### src/rtl/core/tcm_pkg.sv
// Shared types and constants for the touch coordinate mapper.
// No dependencies; used by the top level and the checker.
package tcm_pkg;

   // Field widths
   localparam int RAW_W      = 16;
   localparam int DISP_X_W   = 10;
   localparam int DISP_Y_W   = 9;
   localparam int CSR_DATA_W = 16;

   // Default display size
   localparam int DISPLAY_WIDTH_DEF  = 800;
   localparam int DISPLAY_HEIGHT_DEF = 480;

   // Register reset values
   localparam logic [RAW_W-1:0] TOUCH_RES_X_RST = 16'd800;
   localparam logic [RAW_W-1:0] TOUCH_RES_Y_RST = 16'd480;

   // Register indexes
   typedef enum logic [2:0] {
      CSR_INVERT_X    = 3'd0,
      CSR_INVERT_Y    = 3'd1,
      CSR_SWAP_AXES   = 3'd2,
      CSR_FLIP_OUT_X  = 3'd3,
      CSR_FLIP_OUT_Y  = 3'd4,
      CSR_TOUCH_RES_X = 3'd5,
      CSR_TOUCH_RES_Y = 3'd6
   } csr_index_type;

   // Input point
   typedef struct packed {
      logic [RAW_W-1:0] raw_x;
      logic [RAW_W-1:0] raw_y;
      logic             point_valid;
   } req_payload_type;

   // Display coordinate
   typedef struct packed {
      logic [DISP_X_W-1:0] disp_x;
      logic [DISP_Y_W-1:0] disp_y;
   } rsp_payload_type;

endpackage

### src/rtl/core/touch_coordinate_mapper_top.sv
// Touch coordinate mapper: orientation (mirror, swap, mirror) and scaling to display size.
// Depends on tcm_pkg.

// A new raw point may be transferred in every cycle while req_stall is low. Each point passes
// through three stages of mirroring, divisor selection and the constant multiply, then one
// restoring-division stage per quotient bit, QB = clog2(max(DISPLAY_WIDTH, DISPLAY_HEIGHT)) of
// them but at least 1, then the output register. The pipeline
// moves as one: while a result waits with rsp_stall high, req_stall is high and every stage holds.
// An invalid point gives zero on both axes. Configuration writes are taken in every cycle
// (csr_ready is always high) and must only be made while no point is in flight.
module touch_coordinate_mapper_top #(
   parameter int DISPLAY_WIDTH  = tcm_pkg::DISPLAY_WIDTH_DEF,
   parameter int DISPLAY_HEIGHT = tcm_pkg::DISPLAY_HEIGHT_DEF
) (
   input  logic                    clock,
   input  logic                    reset,
   // point input
   input  logic                    req_valid,
   output logic                    req_stall,
   input  tcm_pkg::req_payload_type req_payload,
   // result output
   output logic                    rsp_valid,
   input  logic                    rsp_stall,
   output tcm_pkg::rsp_payload_type rsp_payload,
   // register writes
   input  logic                    csr_valid,
   output logic                    csr_ready,
   input  tcm_pkg::csr_index_type  csr_index,
   input  logic [tcm_pkg::CSR_DATA_W-1:0] csr_data
);
   import tcm_pkg::*;

   // Derived sizes
   localparam int MAX_SIZE = (DISPLAY_WIDTH > DISPLAY_HEIGHT) ? DISPLAY_WIDTH : DISPLAY_HEIGHT;
   localparam int SZW      = $clog2(MAX_SIZE + 1);
   localparam int QB_RAW   = $clog2(MAX_SIZE);
   localparam int QB       = (QB_RAW < 1) ? 1 : QB_RAW;
   localparam int NW       = RAW_W + SZW;
   localparam int DS       = QB;

   localparam logic [RAW_W-1:0]    WIDTH_DIV  = RAW_W'(DISPLAY_WIDTH);
   localparam logic [RAW_W-1:0]    HEIGHT_DIV = RAW_W'(DISPLAY_HEIGHT);
   localparam logic [DISP_X_W-1:0] X_MAX      = DISP_X_W'(DISPLAY_WIDTH - 1);
   localparam logic [DISP_Y_W-1:0] Y_MAX      = DISP_Y_W'(DISPLAY_HEIGHT - 1);

   // Mirror against a resolution; out-of-range values go to zero
   function automatic logic [RAW_W-1:0] mirror(input logic [RAW_W-1:0] v,
                                               input logic [RAW_W-1:0] res);
      if (v >= res) begin
         return '0;
      end
      return res - RAW_W'(1) - v;
   endfunction

   // Configuration registers
   logic             invert_x_ff, invert_y_ff, swap_axes_ff, flip_out_x_ff, flip_out_y_ff;
   logic [RAW_W-1:0] touch_res_x_ff, touch_res_y_ff;

   assign csr_ready = 1'b1;

   always_ff @(posedge clock) begin
      if (reset) begin
         invert_x_ff    <= 1'b0;
         invert_y_ff    <= 1'b0;
         swap_axes_ff   <= 1'b0;
         flip_out_x_ff  <= 1'b0;
         flip_out_y_ff  <= 1'b0;
         touch_res_x_ff <= TOUCH_RES_X_RST;
         touch_res_y_ff <= TOUCH_RES_Y_RST;
      end else if (csr_valid && csr_ready) begin
         unique case (csr_index)
            CSR_INVERT_X:    invert_x_ff    <= csr_data[0];
            CSR_INVERT_Y:    invert_y_ff    <= csr_data[0];
            CSR_SWAP_AXES:   swap_axes_ff   <= csr_data[0];
            CSR_FLIP_OUT_X:  flip_out_x_ff  <= csr_data[0];
            CSR_FLIP_OUT_Y:  flip_out_y_ff  <= csr_data[0];
            CSR_TOUCH_RES_X: touch_res_x_ff <= csr_data[RAW_W-1:0];
            CSR_TOUCH_RES_Y: touch_res_y_ff <= csr_data[RAW_W-1:0];
            default: ;
         endcase
      end
   end

   // Whole pipeline advances when the output register is free or being taken
   logic adv;
   assign adv       = !rsp_valid || !rsp_stall;
   assign req_stall = !adv;

   // ---------------- stage 1: input mirror and swap ----------------
   logic             s1_valid_ff, s1_pv_ff;
   logic [RAW_W-1:0] s1_x_ff, s1_y_ff, s1_x_in, s1_y_in;
   logic [RAW_W-1:0] m_x, m_y;

   always_comb begin
      m_x     = invert_x_ff ? mirror(req_payload.raw_x, touch_res_x_ff) : req_payload.raw_x;
      m_y     = invert_y_ff ? mirror(req_payload.raw_y, touch_res_y_ff) : req_payload.raw_y;
      s1_x_in = swap_axes_ff ? m_y : m_x;
      s1_y_in = swap_axes_ff ? m_x : m_y;
   end

   // ---------------- stage 2: output mirror and divisor ----------------
   logic             s2_valid_ff, s2_pv_ff;
   logic [RAW_W-1:0] s2_x_ff, s2_y_ff, s2_dx_ff, s2_dy_ff;
   logic [RAW_W-1:0] s2_x_in, s2_y_in, s2_dx_in, s2_dy_in;
   logic [RAW_W-1:0] src_res_x, src_res_y;

   always_comb begin
      s2_x_in   = flip_out_x_ff ? mirror(s1_x_ff, touch_res_x_ff) : s1_x_ff;
      s2_y_in   = flip_out_y_ff ? mirror(s1_y_ff, touch_res_y_ff) : s1_y_ff;
      src_res_x = swap_axes_ff ? touch_res_y_ff : touch_res_x_ff;
      src_res_y = swap_axes_ff ? touch_res_x_ff : touch_res_y_ff;
      // zero resolution divides by the display size
      s2_dx_in  = (src_res_x == '0) ? WIDTH_DIV : src_res_x;
      s2_dy_in  = (src_res_y == '0) ? HEIGHT_DIV : src_res_y;
   end

   // ---------------- stage 3: numerator and clamp decision ----------------
   // v * size / d reaches size exactly when v >= d, so the clamp is known here
   logic             s3_valid_ff, s3_pv_ff, s3_clx_ff, s3_cly_ff;
   logic [NW-1:0]    s3_nx_ff, s3_ny_ff, s3_nx_in, s3_ny_in;
   logic [RAW_W-1:0] s3_dx_ff, s3_dy_ff;

   assign s3_nx_in = NW'(s2_x_ff) * NW'(DISPLAY_WIDTH);
   assign s3_ny_in = NW'(s2_y_ff) * NW'(DISPLAY_HEIGHT);

   // ---------------- divider stages: one quotient bit each ----------------
   logic             dv_valid_ff [DS];
   logic             dv_pv_ff    [DS];
   logic             dv_clx_ff   [DS];
   logic             dv_cly_ff   [DS];
   logic [NW-1:0]    dv_nx_ff    [DS];
   logic [NW-1:0]    dv_ny_ff    [DS];
   logic [RAW_W-1:0] dv_dx_ff    [DS];
   logic [RAW_W-1:0] dv_dy_ff    [DS];
   logic [RAW_W-1:0] dv_rx_ff    [DS];
   logic [RAW_W-1:0] dv_ry_ff    [DS];
   logic [QB-1:0]    dv_qx_ff    [DS];
   logic [QB-1:0]    dv_qy_ff    [DS];
   logic [RAW_W-1:0] dv_rx_in    [DS];
   logic [RAW_W-1:0] dv_ry_in    [DS];
   logic [QB-1:0]    dv_qx_in    [DS];
   logic [QB-1:0]    dv_qy_in    [DS];

   always_comb begin
      logic [NW-1:0]    src_nx, src_ny;
      logic [RAW_W-1:0] src_dx, src_dy, src_rx, src_ry;
      logic [QB-1:0]    src_qx, src_qy;
      logic [RAW_W:0]   sh_x, sh_y;
      for (int j = 0; j < DS; j++) begin
         if (j == 0) begin
            // the quotient fits in QB bits, so the top of the numerator is below d
            src_nx = s3_nx_ff;
            src_ny = s3_ny_ff;
            src_dx = s3_dx_ff;
            src_dy = s3_dy_ff;
            src_rx = s3_nx_ff[QB+RAW_W-1:QB];
            src_ry = s3_ny_ff[QB+RAW_W-1:QB];
            src_qx = '0;
            src_qy = '0;
         end else begin
            src_nx = dv_nx_ff[j-1];
            src_ny = dv_ny_ff[j-1];
            src_dx = dv_dx_ff[j-1];
            src_dy = dv_dy_ff[j-1];
            src_rx = dv_rx_ff[j-1];
            src_ry = dv_ry_ff[j-1];
            src_qx = dv_qx_ff[j-1];
            src_qy = dv_qy_ff[j-1];
         end
         sh_x        = {src_rx, src_nx[QB-1-j]};
         sh_y        = {src_ry, src_ny[QB-1-j]};
         dv_qx_in[j] = src_qx;
         dv_qy_in[j] = src_qy;
         if (sh_x >= {1'b0, src_dx}) begin
            dv_rx_in[j]         = RAW_W'(sh_x - {1'b0, src_dx});
            dv_qx_in[j][QB-1-j] = 1'b1;
         end else begin
            dv_rx_in[j] = sh_x[RAW_W-1:0];
         end
         if (sh_y >= {1'b0, src_dy}) begin
            dv_ry_in[j]         = RAW_W'(sh_y - {1'b0, src_dy});
            dv_qy_in[j][QB-1-j] = 1'b1;
         end else begin
            dv_ry_in[j] = sh_y[RAW_W-1:0];
         end
      end
   end

   // ---------------- output stage: invalid point, clamp, field mask ----------------
   logic            rsp_valid_ff;
   rsp_payload_type rsp_payload_ff, rsp_payload_in;

   always_comb begin
      if (!dv_pv_ff[DS-1]) begin
         rsp_payload_in.disp_x = '0;
      end else if (dv_clx_ff[DS-1]) begin
         rsp_payload_in.disp_x = X_MAX;
      end else begin
         rsp_payload_in.disp_x = DISP_X_W'({{DISP_X_W{1'b0}}, dv_qx_ff[DS-1]});
      end
      if (!dv_pv_ff[DS-1]) begin
         rsp_payload_in.disp_y = '0;
      end else if (dv_cly_ff[DS-1]) begin
         rsp_payload_in.disp_y = Y_MAX;
      end else begin
         rsp_payload_in.disp_y = DISP_Y_W'({{DISP_Y_W{1'b0}}, dv_qy_ff[DS-1]});
      end
   end

   assign rsp_valid   = rsp_valid_ff;
   assign rsp_payload = rsp_payload_ff;

   // Valid bits of every stage
   always_ff @(posedge clock) begin
      if (reset) begin
         s1_valid_ff  <= 1'b0;
         s2_valid_ff  <= 1'b0;
         s3_valid_ff  <= 1'b0;
         rsp_valid_ff <= 1'b0;
         for (int j = 0; j < DS; j++) begin
            dv_valid_ff[j] <= 1'b0;
         end
      end else if (adv) begin
         s1_valid_ff    <= req_valid;
         s2_valid_ff    <= s1_valid_ff;
         s3_valid_ff    <= s2_valid_ff;
         dv_valid_ff[0] <= s3_valid_ff;
         for (int j = 1; j < DS; j++) begin
            dv_valid_ff[j] <= dv_valid_ff[j-1];
         end
         rsp_valid_ff   <= dv_valid_ff[DS-1];
      end
   end

   // Payload of every stage
   always_ff @(posedge clock) begin
      if (adv) begin
         s1_pv_ff  <= req_payload.point_valid;
         s1_x_ff   <= s1_x_in;
         s1_y_ff   <= s1_y_in;

         s2_pv_ff  <= s1_pv_ff;
         s2_x_ff   <= s2_x_in;
         s2_y_ff   <= s2_y_in;
         s2_dx_ff  <= s2_dx_in;
         s2_dy_ff  <= s2_dy_in;

         s3_pv_ff  <= s2_pv_ff;
         s3_nx_ff  <= s3_nx_in;
         s3_ny_ff  <= s3_ny_in;
         s3_dx_ff  <= s2_dx_ff;
         s3_dy_ff  <= s2_dy_ff;
         s3_clx_ff <= s2_x_ff >= s2_dx_ff;
         s3_cly_ff <= s2_y_ff >= s2_dy_ff;

         for (int j = 0; j < DS; j++) begin
            if (j == 0) begin
               dv_pv_ff[j]  <= s3_pv_ff;
               dv_clx_ff[j] <= s3_clx_ff;
               dv_cly_ff[j] <= s3_cly_ff;
               dv_nx_ff[j]  <= s3_nx_ff;
               dv_ny_ff[j]  <= s3_ny_ff;
               dv_dx_ff[j]  <= s3_dx_ff;
               dv_dy_ff[j]  <= s3_dy_ff;
            end else begin
               dv_pv_ff[j]  <= dv_pv_ff[j-1];
               dv_clx_ff[j] <= dv_clx_ff[j-1];
               dv_cly_ff[j] <= dv_cly_ff[j-1];
               dv_nx_ff[j]  <= dv_nx_ff[j-1];
               dv_ny_ff[j]  <= dv_ny_ff[j-1];
               dv_dx_ff[j]  <= dv_dx_ff[j-1];
               dv_dy_ff[j]  <= dv_dy_ff[j-1];
            end
            dv_rx_ff[j] <= dv_rx_in[j];
            dv_ry_ff[j] <= dv_ry_in[j];
            dv_qx_ff[j] <= dv_qx_in[j];
            dv_qy_ff[j] <= dv_qy_in[j];
         end

         rsp_payload_ff <= rsp_payload_in;
      end
   end

endmodule

### config.mk
export PLATFORM = sky130hd
export DESIGN_NAME = touch_coordinate_mapper_top
export DESIGN_NICKNAME = d
export VERILOG_FILES = /design/src/rtl/core/tcm_pkg.sv /design/src/rtl/core/touch_coordinate_mapper_top.sv
export SDC_FILE = /design/constraint.sdc
export NUM_CORES = 2
export LEC_CHECK = 0
export ABC_CLOCK_PERIOD_IN_PS = 77900
export BUFFER_PORTS_ARGS = -buffer_cell sky130_fd_sc_hd__buf_4
export CORE_ASPECT_RATIO = 1.25
export CORE_MARGIN = 1.5
export CORE_UTILIZATION = 50
export DETAILED_ROUTE_END_ITERATION = 7
export PLACE_DENSITY = 0.76
export SYNTH_ARGS = -nofsm -noshare
export SYNTH_HDL_FRONTEND = slang
export SYNTH_SLANG_ARGS = --single-unit
### constraint.sdc
create_clock -name clock -period 77.9 [get_ports clock]
set_clock_uncertainty 0.2 [all_clocks]
set_input_delay 7.79 -clock clock [delete_from_list [all_inputs] [get_ports clock]]
set_output_delay 7.79 -clock clock [all_outputs]
set_load 0.02 [all_outputs]
==> results.py <==
metrics = {
    "run_status": {
        "outcome": "finished clean",
    },
    "yosys": {
        "async_reset_ff_frac": 0,
        "avgSynthCellArea_um2": 11.10,
        "synth_edf_count": 929,
        "ys_top_cells_by_area": "edfxtp_1 (49%), ha_1 (12%), inv_1 (4.4%)",
        "synthDistinctLibCells": 86,
        "ys_ff_latch": 970,
        "synth_top_area_share": 0.4869,
        "syn_nets": 5833,
        "synthCells": 5163,
        "synth_seq_area_share": 0.5012,
        "synth_top_cell_by_area": "edfxtp_1",
        "synth_warnings": 0,
        "syn-cell-area_mm2": 0.05729,
        "synthFlopType": "edfxtp_1",
    },
    "setup_path": {
        "r2r-start": "s2_x_ff[3]",
        "rrSetupSlack_ns": 73.48,
        "startpoint_type": "primary input",
        "crit_fanout": 50,
        "slowest_stage": "nand2_4",
        "end_kind": "output pin",
        "worstPathArrival_ns": 8.91,
        "critPathRequiredTime_ns": 69.91,
        "cp_cell_sequence": "buf_4 -> nand2_4 -> inv_1 -> buf_4",
        "critPathKind": "in -> out",
        "worstRegToRegCells": 13,
        "timing.rr.end": "s3_nx_ff[24]",
        "cpMostUsedCell": "buf_4",
        "max_stage_delay_ns": 0.49,
    },
    "sta": {
        "hold_viol": 0,
        "worstMarginPinSlew_ns": 1.125,
        "fin_crit_sh": 0.2169,
        "setup_slack_ns": 61.00,
        "setup_violations": 0,
        "fin_crit_ns": 16.90,
        "rsz0062_at_grt": "no",
        "tns_ns": 0,
        "slew_headroom": 0.2479,
        "finalMaxSlewViolations": 0,
        "fmaxAchievable_ghz": 0.05918,
    },
    "place": {
        "dpl_cell_area_mm2": 0.05955,
        "placed_cells": 6648,
        "hpwlAfterDp_mm": 87.63,
        "place.port_buffers": 77,
        "pre_cts_ws_ns": 60.95,
        "gp_congestion": 0.9454,
    },
    "clocking": {
        "insertion_delay_ns": 0.67,
        "clk_pin_slew_ns": 0.06,
        "post-cts-setup-buffers": 0,
        "cts_htree_levels": 3,
        "numCtsBuffers": 99,
        "cts.sinks": 970,
        "cts_hold_buf": 0,
        "ctsResizeCount": 0,
        "cts_buffer_depth": 3,
        "cts_tree": "yes",
        "cts-root-buf": "clkbuf_16",
    },
    "cells_and_area": {
        "antenna_cells": 0,
        "fin_cells": 6830,
        "stdcell_area_mm2": 0.06264,
        "nNetsFinal": 5949,
        "syn2layout_area_growth_pct": 9.332,
        "multi_input_area_mm2": 0.02569,
        "drive_above_1_share": 0.07481,
        "fillers": 9288,
        "seqCellArea_mm2": 0.02872,
        "post-route-util": 0.5522,
    },
    "routing": {
        "drt_wl_total_mm": 114.8,
        "routed.top_layer": "met5",
        "wl_met1_mm": 42.13,
        "ant_nets": 0,
        "drc": 0,
        "route.met3.wl_mm": 4.295,
        "vias": 38023,
        "firstDrtPassIters": 5,
        "via_per_inst": 5.567,
        "routedWlPerCell_um": 16.81,
        "first_iter_violations": 2044,
        "dr_wl_met2_mm": 61.36,
    },
    "power_and_ir_drop": {
        "power.leakage_nw": 25.75,
        "ir_drop_mv": 0.02323,
        "power.density_mw_per_mm2": 35.24,
    },
    "floorplan": {
        "die-height_um": 381.5,
        "io_pins": 79,
        "rows": 138,
        "dieArea_mm2": 0.1166,
        "die_x_um": 305.8,
        "initial_core_util": 0.5051,
        "coreArea_mm2": 0.1134,
    },
    "global_route": {
        "antenna_found_initial": 1,
        "first_global_vias": 38719,
        "grt_pass1_wl_mm": 184.6,
        "grt_max_degree": 202,
        "overflow": 0,
        "grt_usage": 0.1951,
    },
    "hold_path": {
        "holdCritStartpoint": "dv_qy_ff[1][8]",
        "hold_class": "reg -> reg",
        "hold_end": "dv_qy_ff[2][8]",
        "worstHoldPathCells": 0,
    },
    "flow_run": {
        "cap_viol_max_count": 0,
    },
}
[cell families after synthesis]
| family | after synthesis | synth area share |
|---|---|---|
| simple gates | 1208 | 0.1027 |
| compound gates | 1166 | 0.1290 |
| mux | 158 | 0.03005 |
| fa+ha+maj | 613 | 0.1420 |
| xor+xnor | 290 | 0.04446 |
| flops | 970 | 0.5012 |
| other cells | 1 | 0.00006545 |
| buf+inv | 757 | 0.05058 |
[metrics by stage]
stage	power, mW	hold slack (ns)
global placement	1.716	0.2003
CTS	2.215	0.2015
global route	2.365	0.2009
floorplan	1.552	0.2003
finish	2.207	0.1996
detailed placement	1.755	0.2045
[how the worst max path moves through the flow]
| stage | start | to | slack [ns] | cells after the start |
|---|---|---|---|---|
| after global routing | rsp_stall | req_stall | 60.85 | 4 |
| after CTS | rsp_stall | req_stall | 60.95 | 4 |
| final | rsp_stall | req_stall | 61.00 | 4 |
| after global placement | rsp_stall | req_stall | 60.95 | 4 |
| after floorplan | rsp_stall | req_stall | 38.04 | 2 |
| after detailed placement | rsp_stall | req_stall | 60.95 | 4 |
[power breakdown]
group / switching, mW / total, mW / leakage, nW / internal, mW
combinational: 0.513 / 0.935 / 13.9 / 0.422
sequential: 0.0625 / 0.821 / 10.4 / 0.759
clock: 0.194 / 0.451 / 1.51 / 0.257
total: 0.769 / 2.21 / 25.7 / 1.44
[layout by cell type, fill, tap and decap left out, drive strengths merged, types with 82 or more instances in the layout]
master  netlist  layout
edfxtp      929     929
inv         673     678
ha          551     551
nand2       397     397
o21ai       342     342
a21oi       307     307
nor2        245     245
xnor2       171     171
a21o        140     140
clkbuf       61     122
xor2        119     119
mux2        109     109
buf          23      99
nor3         87      87
nor2b        82      82
[cell type report]
type                    count  share of cell area
clock buffers             122             0.04093
clock inverters            60            0.008349
inverters                 673             0.04033
multi-input cells        3436              0.4101
flip-flops and latches    970              0.4585
well taps                1470             0.02936
repair buffers             99             0.01246
[registers in the layout, summed over array words and instances (netlist names), 19 cells and up]
name / flops
dv_dx_ff: 144
dv_dy_ff: 144
dv_qx_ff: 55
dv_qy_ff: 45
dv_rx_ff: 144
dv_ry_ff: 144
rsp_payload: 19
s3_nx_ff: 21
s3_ny_ff: 20
[critical path: cells and delay by family]
family | cells | cell delay, ns
simple gates | 1 | 0.49
buf+inv | 3 | 0.62
[layer usage]
layer  GRT usage  up-vias
met5           0        -
met4      0.1184        2
met3     0.02314      354
met2      0.3803      817
met1      0.1951    17951
li1            -    18899
[synth_stat cells (25+ instances only)]
library cell	number
ha_1	551
nor3_1	86
o22ai_1	29
xnor2_1	170
nor2_1	245
fa_1	62
nand2b_1	64
a21oi_1	306
and3_1	33
o21ai_0	342
a211oi_1	25
nand4_1	70
clkbuf_1	61
a21o_1	140
dfxtp_1	41
xor2_1	119
nor4_1	35
nand3_1	70
o21a_1	73
nor2b_1	81
nand2_1	397
inv_1	673
edfxtp_1	929
or3_1	50
mux2i_1	49
mux2_2	108
(Power assumes the default switching activity.)
